==> config.mk <==
export PLATFORM = sky130hd
export DESIGN_NAME = ring_buffer_chunk_grant
export DESIGN_NICKNAME = d
export VERILOG_FILES = /design/src/rtl/rbcg_pkg.sv /design/src/rtl/rbcg_grant.sv /design/src/rtl/ring_buffer_chunk_grant.sv
export SDC_FILE = /design/constraint.sdc
export NUM_CORES = 1
export LEC_CHECK = 0
export ABC_CLOCK_PERIOD_IN_PS = 11750
export BUFFER_PORTS_ARGS = -buffer_cell sky130_fd_sc_hd__buf_2
export CORE_MARGIN = 2
export CORE_UTILIZATION = 40
export CTS_CLUSTER_DIAMETER = 150
export DETAILED_ROUTE_END_ITERATION = 12
export HOLD_SLACK_MARGIN = 0.05
export PLACE_DENSITY = 0.52
export SETUP_SLACK_MARGIN = 0.02
export SLEW_MARGIN = 20
export SYNTH_ARGS = -nofsm -noshare
export SYNTH_HDL_FRONTEND = slang
export SYNTH_SLANG_ARGS = --single-unit
==> constraint.sdc <==
create_clock -name clk_i -period 11.75 [get_ports clk_i]
set_input_delay 2.35 -clock clk_i [delete_from_list [all_inputs] [get_ports clk_i]]
set_output_delay 2.35 -clock clk_i [all_outputs]
set_load 0.01 [all_outputs]
==> src/rtl/rbcg_pkg.sv <==
// ----------------------------------------------------------------------------
// Ring buffer chunk grant: shared package
// Field widths, default ring depth and function codes of the grant engine.
// ----------------------------------------------------------------------------
package rbcg_pkg;

  // Default ring depth in bytes
  localparam int unsigned DEPTH_DEF  = 4096;

  // Fixed port widths
  localparam int unsigned FUNC_W     = 2;
  localparam int unsigned COUNT_W    = 16;
  localparam int unsigned SIZE_W     = 13;
  localparam int unsigned OFFSET_W   = 12;
  localparam int unsigned GRANT_W    = 13;
  localparam int unsigned PEND_W     = 13;

  // Ring size after reset, before clamping to the depth
  localparam int unsigned SIZE_RESET = 4096;

  // Request functions
  typedef enum logic [FUNC_W-1:0] {
    FUNC_WRITE = 2'd0,
    FUNC_READ  = 2'd1,
    FUNC_PEEK  = 2'd2,
    FUNC_CLEAR = 2'd3
  } func_e;

endpackage

==> src/rtl/rbcg_grant.sv <==
// ----------------------------------------------------------------------------
// Ring buffer chunk grant: grant unit
// Computes the granted region, error flag and next ring indices for one
// request from the current ring state.
// ----------------------------------------------------------------------------
module rbcg_grant #(
  parameter int unsigned DEPTH = rbcg_pkg::DEPTH_DEF
) (
  input  rbcg_pkg::func_e                    func_i,
  input  logic [rbcg_pkg::COUNT_W-1:0]       count_i,
  input  logic [$clog2(DEPTH+1)-1:0]         size_i,
  input  logic [$clog2(DEPTH)-1:0]           widx_i,
  input  logic [$clog2(DEPTH)-1:0]           ridx_i,
  input  logic [$clog2(DEPTH+1)-1:0]         fill_i,
  output logic                               error_o,
  output logic [$clog2(DEPTH)-1:0]           start_o,
  output logic [$clog2(DEPTH+1)-1:0]         granted_o,
  output logic [$clog2(DEPTH)-1:0]           widx_o,
  output logic [$clog2(DEPTH)-1:0]           ridx_o,
  output logic [$clog2(DEPTH+1)-1:0]         fill_o
);
  import rbcg_pkg::*;

  localparam int unsigned IW = $clog2(DEPTH);
  localparam int unsigned CW = $clog2(DEPTH + 1);

  logic [CW-1:0] wr, rd, num_c;
  logic [CW-1:0] wr_free, rd_avail, room, sz, wi_eff;
  logic [CW:0]   wr_adv, rd_adv;

  // Indices widened to the ring size width; request count capped at ring size
  assign wr    = CW'(widx_i);
  assign rd    = CW'(ridx_i);
  assign num_c = (32'(count_i) > 32'(size_i)) ? size_i : CW'(count_i);
  assign room  = size_i - fill_i;

  // Contiguous free region ahead of the write index, with wrap at ring end
  always_comb begin
    wi_eff = wr;
    if (wr >= rd) begin
      wr_free = (wr < size_i) ? (size_i - wr) : '0;
      if ((wr_free == '0) && (rd != '0)) begin
        wi_eff  = '0;
        wr_free = rd;
      end
    end else begin
      wr_free = rd - wr;
    end
  end

  // Contiguous filled region ahead of the read index, limited by fill
  always_comb begin
    if (wr > rd) begin
      rd_avail = wr - rd;
    end else begin
      rd_avail = (rd < size_i) ? (size_i - rd) : '0;
    end
    if (rd_avail > fill_i) begin
      rd_avail = fill_i;
    end
  end

  // Grant per function and advance indices with one wrap subtract
  always_comb begin
    error_o   = 1'b0;
    start_o   = widx_i;
    granted_o = '0;
    widx_o    = widx_i;
    ridx_o    = ridx_i;
    fill_o    = fill_i;
    sz        = '0;
    wr_adv    = '0;
    rd_adv    = '0;
    case (func_i)
      FUNC_WRITE: begin
        if (count_i != '0) begin
          if (fill_i >= size_i) begin
            error_o = 1'b1;
          end else begin
            sz = wr_free;
            if (sz > room) begin
              sz = room;
            end
            if (sz > num_c) begin
              sz = num_c;
            end
            start_o = IW'(wi_eff);
            widx_o  = IW'(wi_eff);
            if (sz == '0) begin
              error_o = 1'b1;
            end else begin
              granted_o = sz;
              wr_adv    = {1'b0, wi_eff} + {1'b0, sz};
              if (wr_adv >= {1'b0, size_i}) begin
                wr_adv = wr_adv - {1'b0, size_i};
              end
              widx_o = IW'(wr_adv);
              fill_o = fill_i + sz;
            end
          end
        end
      end
      FUNC_READ: begin
        start_o = ridx_i;
        if (count_i != '0) begin
          if (fill_i == '0) begin
            error_o = 1'b1;
          end else begin
            sz = rd_avail;
            if (sz > num_c) begin
              sz = num_c;
            end
            if (sz == '0) begin
              error_o = 1'b1;
            end else begin
              granted_o = sz;
              rd_adv    = {1'b0, rd} + {1'b0, sz};
              if (rd_adv >= {1'b0, size_i}) begin
                rd_adv = rd_adv - {1'b0, size_i};
              end
              ridx_o = IW'(rd_adv);
              fill_o = fill_i - sz;
              // Drained: return both indices to the ring start
              if (fill_o == '0) begin
                widx_o = '0;
                ridx_o = '0;
              end
            end
          end
        end
      end
      FUNC_PEEK: begin
        start_o = ridx_i;
        if (fill_i == '0) begin
          error_o = 1'b1;
        end else begin
          granted_o = rd_avail;
        end
      end
      default: begin
        start_o = '0;
        widx_o  = '0;
        ridx_o  = '0;
        fill_o  = '0;
      end
    endcase
  end

endmodule

==> src/rtl/ring_buffer_chunk_grant.sv <==
// ----------------------------------------------------------------------------
// Ring buffer chunk grant: top level
// Index and grant engine of a byte ring buffer with write, read, peek and
// clear requests against a configurable ring size.
// ----------------------------------------------------------------------------
// A request is taken whenever start_i is high; busy_o stays low, so one
// request can be issued every cycle. The request is registered at the edge
// that takes it, the grant is computed from the ring state in the following
// cycle, and the result is registered onto the result ports, with done_o
// high for exactly one cycle. The receiver cannot stall, so results must be
// captured when done_o is high.
// The ring state updates as each result is registered, so back-to-back
// requests see each other's effect. Writing the ring size empties the
// ring; the user must do so only while no request is in flight, as the block
// does not enforce it. Sizes of zero act as one, sizes above DEPTH as DEPTH.
// ----------------------------------------------------------------------------
module ring_buffer_chunk_grant #(
  parameter int unsigned DEPTH = rbcg_pkg::DEPTH_DEF
) (
  input  logic                            clk_i,
  input  logic                            rst_ni,
  // Request channel
  input  logic                            start_i,
  output logic                            busy_o,
  input  logic [rbcg_pkg::FUNC_W-1:0]     func_i,
  input  logic [rbcg_pkg::COUNT_W-1:0]    request_count_i,
  // Ring size configuration
  input  logic                            cfg_valid_i,
  output logic                            cfg_ready_o,
  input  logic [rbcg_pkg::SIZE_W-1:0]     cfg_buffer_size_i,
  // Result
  output logic                            done_o,
  output logic                            error_o,
  output logic [rbcg_pkg::OFFSET_W-1:0]   start_offset_o,
  output logic [rbcg_pkg::GRANT_W-1:0]    granted_count_o,
  output logic [rbcg_pkg::PEND_W-1:0]     pending_bytes_o
);
  import rbcg_pkg::*;

  localparam int unsigned IW       = $clog2(DEPTH);
  localparam int unsigned CW       = $clog2(DEPTH + 1);
  localparam int unsigned SIZE_RST = (SIZE_RESET > DEPTH) ? DEPTH : SIZE_RESET;

  logic                req_valid_q;
  func_e               req_func_q;
  logic [COUNT_W-1:0]  req_count_q;

  logic [CW-1:0]       size_q, size_d;
  logic [IW-1:0]       widx_q, ridx_q;
  logic [CW-1:0]       fill_q;

  logic                g_error;
  logic [IW-1:0]       g_start, g_widx, g_ridx;
  logic [CW-1:0]       g_granted, g_fill;

  logic                done_q;
  logic                error_q;
  logic [OFFSET_W-1:0] start_q;
  logic [GRANT_W-1:0]  granted_q;
  logic [PEND_W-1:0]   pending_q;

  assign busy_o      = 1'b0;
  assign cfg_ready_o = 1'b1;

  // Clamp the written ring size into one to DEPTH
  always_comb begin
    if (cfg_buffer_size_i == '0) begin
      size_d = CW'(1);
    end else if (32'(cfg_buffer_size_i) > 32'(DEPTH)) begin
      size_d = CW'(DEPTH);
    end else begin
      size_d = CW'(cfg_buffer_size_i);
    end
  end

  // Capture request valid
  always_ff @(posedge clk_i or negedge rst_ni) begin
    if (!rst_ni) begin
      req_valid_q <= 1'b0;
    end else begin
      req_valid_q <= start_i && !busy_o;
    end
  end

  // Capture request payload
  always_ff @(posedge clk_i) begin
    if (start_i && !busy_o) begin
      req_func_q  <= func_e'(func_i);
      req_count_q <= request_count_i;
    end
  end

  rbcg_grant #(
    .DEPTH (DEPTH)
  ) u_grant (
    .func_i    (req_func_q),
    .count_i   (req_count_q),
    .size_i    (size_q),
    .widx_i    (widx_q),
    .ridx_i    (ridx_q),
    .fill_i    (fill_q),
    .error_o   (g_error),
    .start_o   (g_start),
    .granted_o (g_granted),
    .widx_o    (g_widx),
    .ridx_o    (g_ridx),
    .fill_o    (g_fill)
  );

  // Update ring state on a size write or a granted request
  always_ff @(posedge clk_i or negedge rst_ni) begin
    if (!rst_ni) begin
      size_q <= CW'(SIZE_RST);
      widx_q <= '0;
      ridx_q <= '0;
      fill_q <= '0;
    end else if (cfg_valid_i && cfg_ready_o) begin
      size_q <= size_d;
      widx_q <= '0;
      ridx_q <= '0;
      fill_q <= '0;
    end else if (req_valid_q) begin
      widx_q <= g_widx;
      ridx_q <= g_ridx;
      fill_q <= g_fill;
    end
  end

  // Strobe the result for one cycle
  always_ff @(posedge clk_i or negedge rst_ni) begin
    if (!rst_ni) begin
      done_q <= 1'b0;
    end else begin
      done_q <= req_valid_q;
    end
  end

  // Hold result payload
  always_ff @(posedge clk_i) begin
    if (req_valid_q) begin
      error_q   <= g_error;
      start_q   <= OFFSET_W'(g_start);
      granted_q <= GRANT_W'(g_granted);
      pending_q <= PEND_W'(g_fill);
    end
  end

  assign done_o          = done_q;
  assign error_o         = error_q;
  assign start_offset_o  = start_q;
  assign granted_count_o = granted_q;
  assign pending_bytes_o = pending_q;

endmodule

==> results of run 1 <==
-- through the flow --
stage / instance area [sq um] / cells / hold slack, ps / setup TNS (ps)
floorplan: 14900 / 1807 / 549 / 0
global placement: 16200 / 2365 / 578 / -3600
detailed placement: 16200 / 2365 / 587 / -1100
CTS: 16500 / 2381 / 611 / 0
global route: 16600 / 2382 / 633 / -10.2
finish: 16600 / 2382 / 610 / 0
-- cells in the final DEF, fill, tap and decap left out, drive strengths merged, types with 25 or more instances in the layout --
cell / Yosys / final
o2bb2ai: 35 / 35
a21oi: 141 / 141
a22oi: 28 / 28
nand3: 50 / 50
o21ai: 107 / 107
nand2: 121 / 121
inv: 133 / 135
o21a: 25 / 25
nand4: 43 / 43
a21o: 47 / 47
xor2: 34 / 34
nor3: 34 / 34
mux2i: 36 / 36
nor2b: 28 / 28
buf: 30 / 157
nor2: 159 / 159
dfrtp: 51 / 51
edfxtp: 57 / 57
nor4: 26 / 26
ha: 205 / 205
nand2b: 26 / 26
xnor2: 56 / 56
-- cells by family (layout without fill, tap and decap cells) --
kind of cell / count (synthesis) / in the layout / share of synthesized area [%]
compound gates: 578 / 578 / 27.6
xor+xnor: 90 / 90 / 5.30
fa+ha+maj: 216 / 216 / 18.7
buf+inv: 200 / 307 / 5.48
flops: 109 / 109 / 20.3
mux: 50 / 50 / 3.48
other cells: 2 / 2 / 0.0505
simple gates: 562 / 562 / 19.1
-- critical path: cells and delay by family (launching register included) --
family	cells	cell delay, ps
compound gates	25	5350
mux	1	300
simple gates	10	1350
buf+inv	6	900
xor+xnor	1	300
fa+ha+maj	7	2280
flops	1	520
-- layer usage --
layer	up-vias	global-route usage [%]	wire (um)
li1	6985	-	-
met1	7355	45.8	28700
met2	734	51.6	28700
met3	141	6.07	5250
met4	0	15.2	3110
met5	-	0	0
-- worst max-delay path by stage --
stage / from / to / depth (start not counted)
floorplan: ridx_q[1] / widx_q[10] / 50
global placement: widx_q[9] / ridx_q[1] / 46
detailed placement: ridx_q[7] / ridx_q[1] / 47
CTS: ridx_q[7] / ridx_q[1] / 48
global route: size_q[0] / ridx_q[1] / 49
finish: size_q[0] / ridx_q[1] / 50
-- flip-flops by register name, indices dropped and copies added, names as in the netlist --
name and cells:
pending_bytes_o 13, req_count_q 16, done_o 1, granted_count_o 13, start_offset_o 12, size_q 13
error_o 1, widx_q 12, ridx_q 12, req_valid_q 1, req_func_q 2, fill_q 13
-- Yosys cell counts, types with 11 or more instances --
library cell,number,area (sq um)
ha_1,205,2560
and2_1,17,106
nand4_1,43,269
nor4_1,22,138
edfxtp_1,57,1710
o21ai_0,96,480
nor3_1,33,165
o21bai_1,12,90.1
nand3_1,49,245
nor2b_1,27,169
nand2b_1,26,163
a22oi_1,28,210
o21a_1,25,188
xor2_1,34,298
inv_1,132,495
clkbuf_1,36,135
nor2_1,158,593
dfrtp_1,51,1280
or3_1,12,75.1
a211oi_1,14,105
mux2i_1,36,360
a21boi_0,15,113
a21o_1,47,353
o2bb2ai_1,25,219
xnor2_1,56,490
a21oi_1,137,686
mux2_2,14,158
o211ai_1,11,82.6
nand2_1,120,450
buf_2,19,95.1
fa_1,11,220
and3_1,11,68.8
-- timing repair --
| item | CTS | global route |
|---|---|---|
| buffers inserted | 0 | 1 |
| pin swaps | 0 | 1 |
| gates resized for setup | 5 | 28 |
| endpoints found under the setup margin | 12 | 23 |
| endpoints found under the hold margin | 0 | 0 |
-- area by class of cell --
| class | instances | area, sq um | share of cell area [%] |
|---|---|---|---|
| inverters | 134 | 503 | 3.02 |
| multi-input cells | 1498 | 11200 | 67.4 |
| repair buffers | 157 | 1010 | 6.05 |
| clock inverters | 6 | 82.6 | 0.496 |
| well taps | 468 | 586 | 3.52 |
| clock buffers | 10 | 229 | 1.38 |
| flip-flops and latches | 109 | 3020 | 18.1 |
==> results.json, run 1 <==
{
  "worstHoldStart": "ridx_q[0]",
  "slowest_stage": "dfrtp_1",
  "ioPinCount": 77,
  "clockRootBuffer": "clkbuf_16",
  "hp-class": "reg2reg",
  "start_kind": "flip-flop",
  "area_growth_pct": 11.8,
  "end_kind": "flip-flop",
  "path_class": "reg2reg",
  "postRouteAntennaNets": 0,
  "finalWorstSetupSlack_ps": 568,
  "chipHeight_um": 197,
  "slew_violations": 0,
  "post_drt_wl_per_cell_um": 27.6,
  "ys_types": 102,
  "seq_area_frac_synth_pct": 20.3,
  "cts_tree": "done",
  "r2r_setup_slack_ps": 570,
  "yosys_most_used_dff": "edfxtp_1",
  "finalSetupViolCount": 0,
  "num_rows": 70,
  "dieArea_sq_um": 38800,
  "io_buffers": 74,
  "numCtsBuffers": 9,
  "min_period_ps": 11180,
  "rr_startpoint": "size_q[0]",
  "crit_fanout": 20,
  "clock-sinks": 109,
  "status": "finished clean",
  "synth-edff-count": 57,
  "final-hold-violation-count": 0,
  "grt.overflow.total": 0,
  "antenna_cells": 0,
  "hold_buffers": 0,
  "rsz0062_at_grt": "true",
  "syn_area_per_cell_sq_um": 8.23,
  "detailed_place_hpwl_mm": 54.0,
  "antenna_found_initial": 0,
  "clock_skew_ps": 17.5,
  "clkTransAtPathRegs_ps": 90,
  "worstPathArrival_ps": 11450,
  "final.period_utilization_pct": 95.2,
  "remaining_drc_errors": 0,
  "fmax_mhz": 89.4,
  "initial_utilization_pct": 40.6,
  "hold_end": "ridx_q[0]",
  "drt_wl_total_mm": 65.8,
  "hold_depth": 1,
  "ys_ff_latch": 109,
  "dr.first_iter.drc_count": 1570,
  "syn_area_sq_um": 14900,
  "post_drt_via_cell_ratio": 6.39,
  "dr.pass1.iters": 5,
  "fin_nets": 2160,
  "grt_pass1_vias": 14200,
  "max_stage_delay_ps": 520,
  "cap_violations": 0,
  "clock_latency_ps": 410,
  "place_congestion": 1.05,
  "syn_inst": 1807,
  "fillCellCount": 3702,
  "drive_gt1_share_pct": 14.3,
  "syn_nets": 2058,
  "fin_util_pct": 45.5,
  "die_w_um": 197,
  "async_reset_ff_share_pct": 47.7,
  "cp_data_required_time_ps": 12020,
  "slew_headroom_pct": 28.2,
  "r2r_cells": 50,
  "core_region_area_sq_um": 36600,
  "cts_htree_levels": 3,
  "grt_pass1_wl_mm": 94.8,
  "vias": 15200,
  "grt.total_usage_pct": 33.6,
  "synth_warnings": 0,
  "clockBufferDepth": 2,
  "tightest_slew_ps": 1080,
  "dp_slack_ps": -245,
  "rr_endpoint": "ridx_q[1]",
  "grt_max_degree": 53
}
Power of run 1 is left out: the tool's default activity adds up to more than one toggle a clock period on the data nets, which glitch-free logic cannot reach.
==> run 2: changes to the inputs <==
--- a/config.mk
+++ b/config.mk
@@ -9,2 +9,3 @@
 export BUFFER_PORTS_ARGS = -buffer_cell sky130_fd_sc_hd__buf_2
+export CORE_ASPECT_RATIO = 0.75
 export CORE_MARGIN = 2
==> constraint.sdc (replaced) <==
create_clock -name clk_i -period 11.75 [get_ports clk_i]
set_input_delay 2.9375 -clock clk_i [delete_from_list [all_inputs] [get_ports clk_i]]
set_output_delay 2.9375 -clock clk_i [all_outputs]
set_load 0.01 [all_outputs]
==> results.json, run 2 (synthesized netlist as in run 1, its figures left out) <==
{
  "hold_depth": 1,
  "fillCellCount": 3669,
  "grt_pass1_wl_mm": 97.9,
  "dp.cells": 2467,
  "multiInputGateArea_sq_um": 11200,
  "worstPathArrival_ps": 11410,
  "clockRootBuffer": "clkbuf_16",
  "final-hold-violation-count": 0,
  "slowest_stage": "or4_1",
  "post_drt_wl_per_cell_um": 27.4,
  "io_buffers": 74,
  "start_kind": "flip-flop",
  "layout_common_cells": "ha_1 (202), nor2_1 (157), buf_4 (147), a21oi_1 (136), inv_1 (132)",
  "dr.first_iter.drc_count": 1861,
  "clock-sinks": 109,
  "rsz0062_at_grt": "false",
  "status": "finished clean",
  "place_congestion": 1.07,
  "finalSetupViolCount": 0,
  "grt_max_degree": 53,
  "hold_slack_ps": 705,
  "final.period_utilization_pct": 94.9,
  "post_cts_buffers": 0,
  "min_period_ps": 11150,
  "ioPinCount": 77,
  "clock_skew_ps": 15.0,
  "clockBufferDepth": 2,
  "dieArea_sq_um": 38800,
  "seq_area_sq_um": 3020,
  "drt_wl_total_mm": 68.2,
  "cap_violations": 0,
  "grt.total_usage_pct": 35.2,
  "antenna_found_initial": 1,
  "clkTransAtPathRegs_ps": 80,
  "core_region_area_sq_um": 36900,
  "drive_gt1_share_pct": 17.0,
  "vias": 15600,
  "num_rows": 61,
  "r2r_cells": 44,
  "layout_commonest_cell": "ha_1",
  "postRouteAntennaNets": 0,
  "grt.overflow.total": 0,
  "fin_nets": 2225,
  "slew_headroom_pct": 18.3,
  "crit_top_cell": "a21oi_1",
  "antenna_cells": 0,
  "cts_tree": "done",
  "regMostFlops": "req_count_q",
  "tightest_slew_ps": 1210,
  "grt_pass1_vias": 14100,
  "crit_fanout": 15,
  "remaining_drc_errors": 0,
  "initial_utilization_pct": 40.4,
  "end_kind": "flip-flop",
  "hp-class": "reg2reg",
  "numCtsBuffers": 9,
  "largest_reg_flops": 16,
  "slew_violations": 0,
  "area_growth_pct": 15.0,
  "die_w_um": 227,
  "path_class": "reg2reg",
  "chipHeight_um": 171,
  "clock_latency_ps": 400,
  "dr.pass1.iters": 8,
  "hold_buffers": 0,
  "fmax_mhz": 89.7,
  "final_cells": 2483,
  "post_drt_via_cell_ratio": 6.27,
  "cp_data_required_time_ps": 12010,
  "cts_htree_levels": 3,
  "detailed_place_hpwl_mm": 56.9,
  "max_stage_delay_ps": 630
}
==> run 2: changes by cell type in the layout (fill, tap and decap cells not counted), sizes merged <==
cell and delta:
bufinv -1, buf +65, clkinvlp -1, inv +1, clkbuf +1
==> run 2: final timing paths <==
| kind | start | to | slack (ps) |
|---|---|---|---|
| worst max-delay path | ridx_q[0] | ridx_q[6] | 600 |
| worst min-delay path | fill_q[9] | fill_q[9] | 700 |
| worst max register to register | ridx_q[0] | ridx_q[6] | 600 |
| worst min register to register | fill_q[9] | fill_q[9] | 700 |
| max in group asynchronous | rst_ni | req_valid_q | 8490 |
| min in group asynchronous | rst_ni | fill_q[10] | 2660 |
==> run 2: metal layers <==
layer  vias up  GRT usage (%)  part of all wire, %
li1       7095              -                    -
met1      7488           55.3                   48
met2       933           45.2                   37
met3        61           11.7                   14
met4         2           6.38                  1.4
met5         -              0                0.019
==> run 2: worst max-delay path, delay by kind of cell, from the launching register on <==
kind,cells,cell delay (ps)
AOI/OAI and AO/OA,22,4610
DFF,1,530
xor gates and xnor gates,1,230
muxes,2,600
and+or+nand+nor,9,2190
buffers and inverters,4,840
adders and majority gates,6,2010
==> run 2: area by class of cell <==
cell class	count	area share (%)
clock buffer	11	1.36
clock inverter	5	0.249
inverter	134	2.94
multi-input combinational	1498	65.4
sequential	109	17.6
tap	504	3.69
timing repair buffer	222	8.73
==> run 2: repair_timing <==
action,in CTS,in global routing
resized for setup,4,23
endpoints found under the setup margin,12,24
endpoints found under the hold margin,0,0
==> run 2: per-stage QoR <==
step / setup slack [ps] / instance area (sq um) / util (%) / TNS (ps)
2_1_floorplan: 1630 / 14900 / - / 0
3_3_place_gp: -274 / 16700 / 45.3 / -2670
3_5_place_dp: -141 / 16700 / 45.3 / -1060
4_1_cts: 31.3 / 17000 / 46.1 / 0
5_1_grt: 29.7 / 17100 / 46.4 / 0
6_report: 601 / 17100 / 46.4 / 0
Power of run 2 is left out for the same reason.
==> run 3: changes to the inputs <==
- ABC_CLOCK_PERIOD_IN_PS: 11750 -> not set
- BUFFER_PORTS_ARGS: -buffer_cell sky130_fd_sc_hd__buf_2 -> not set
- DONT_BUFFER_PORTS: not set -> 1
- HOLD_SLACK_MARGIN: 0.05 -> not set
- PLACE_DENSITY: 0.52 -> 0.5
==> results.json, run 3 (synthesized netlist as in run 1, its figures left out) <==
{
  "status": "finished clean",
  "dpl_cell_area_sq_um": 15800,
  "rr_startpoint": "ridx_q[8]",
  "fmax_mhz": 88.7,
  "initial_utilization_pct": 40.4,
  "remaining_drc_errors": 0,
  "clock_latency_ps": 410,
  "numCtsBuffers": 9,
  "crit_fanout": 12,
  "start_kind": "flip-flop",
  "drt_wl_total_mm": 66.2,
  "max_stage_delay_ps": 560,
  "slew_headroom_pct": 14.5,
  "largest_reg_flops": 16,
  "seq_area_sq_um": 3020,
  "min_period_ps": 11280,
  "area_growth_pct": 8.89,
  "grt_pass1_wl_mm": 94.4,
  "crit_top_cell": "ha_1",
  "clockBufferDepth": 2,
  "io_buffers": 0,
  "cp_num_buf_inv": 2,
  "postRouteAntennaNets": 0,
  "grt_pass1_vias": 13400,
  "dieArea_sq_um": 38800,
  "slowest_stage": "ha_1",
  "final.period_utilization_pct": 96.0,
  "path_class": "reg2reg",
  "antenna_found_initial": 3,
  "dr.first_iter.drc_count": 2052,
  "multiInputGateArea_sq_um": 11200,
  "die_w_um": 227,
  "post_drt_via_cell_ratio": 6.37,
  "hold_buffers": 0,
  "clockRootBuffer": "clkbuf_16",
  "post_drt_wl_per_cell_um": 28.4,
  "core_region_area_sq_um": 36900,
  "design_area_sq_um": 16200,
  "grt.total_usage_pct": 34.0,
  "detailed_place_hpwl_mm": 55.2,
  "layout_commonest_cell": "ha_1",
  "place_congestion": 1.03,
  "ioPinCount": 77,
  "dp.cells": 2316,
  "vias": 14900,
  "chipHeight_um": 171,
  "hold_slack_ps": 660,
  "worstPathArrival_ps": 11580,
  "finalSetupViolCount": 0,
  "r2r_setup_slack_ps": 470,
  "final_cells": 2333,
  "worstHoldStart": "fill_q[2]",
  "clkTransAtPathRegs_ps": 90,
  "slew_violations": 0,
  "fillCellCount": 3714,
  "clock-sinks": 109,
  "critical-path-top-delay-family": "compound AO/OA/AOI/OAI gates",
  "layout_common_cells": "ha_1 (202), nor2_1 (157), a21oi_1 (135), inv_1 (132), nand2_1 (120)",
  "cp_data_required_time_ps": 12050,
  "cts_tree": "done",
  "cts_htree_levels": 3,
  "cap_violations": 0,
  "num_rows": 61,
  "grt_max_degree": 53,
  "hp-class": "reg2reg",
  "fin_nets": 2074,
  "clock_skew_ps": 20.1,
  "regMostFlops": "req_count_q",
  "grt.overflow.total": 0,
  "setup.worst_path.start": "ridx_q[8]",
  "drive_gt1_share_pct": 9.90,
  "rsz0062_at_grt": "true",
  "dr.pass1.iters": 6,
  "tightest_slew_ps": 1270,
  "final-hold-violation-count": 0,
  "end_kind": "flip-flop"
}
[run 3: cell types whose count changed in the layout (fill, tap and decap cells not counted), moves of 2 or more]
cell,change
clkbuf_16,+2
nand2_2,-2
nand2_1,+2
buf_2,-74
buf_4,-76
o31ai_2,-4
clkbuf_1,-2
o21ai_2,-2
o21ai_1,+2
o31ai_1,+3
[run 3: per-layer routing]
metal  share of wire, %  global-route usage (%)
met1                 49                    53.4
met2                 38                    45.3
met3                 12                    8.84
met4                1.5                    7.01
met5                  0                       0
[run 3: worst reg2reg max path, delay by kind of cell (launching register included)]
kind            cells  cell delay (ps)
fa+ha+maj           5             1900
simple gates       14             2810
flops               1              510
compound gates     22             4700
mux                 2              630
buf+inv             2              390
xor+xnor            1              230
[run 3: final timing paths]
kind | to | cells past startpoint
worst min register to register | fill_q[2] | 2
worst max-delay path | ridx_q[10] | 46
min in group asynchronous | fill_q[6] | 0
worst max register to register | ridx_q[10] | 46
max in group asynchronous | size_q[12] | 0
worst min-delay path | fill_q[2] | 2
[run 3: what timing repair did]
action	4_1_cts	5_1_grt
setup buffers	0	0
resized for setup	0	22
endpoints found under the setup margin	0	24
[run 3: cell type report]
type                    instances  share of cell area [%]
multi-input cells            1498                    68.9
inverters                     134                    3.10
repair buffers                 71                    3.29
flip-flops and latches        109                    18.6
clock buffers                  11                    1.70
diodes                          1                  0.0154
clock inverters                 5                   0.479
well taps                     504                    3.89
[run 3: stage by stage]
| stage | setup TNS (ps) | utilization, % | setup slack (ps) |
|---|---|---|---|
| floorplan | 0 | - | 1630 |
| CTS | 0 | 43.7 | 83.5 |
| finish | 0 | 43.9 | 473 |
| global route | -53.8 | 43.9 | -41.5 |
| global placement | 0 | 42.7 | 117 |
| detailed placement | 0 | 42.7 | 163 |
Power of run 3 is left out for the same reason.
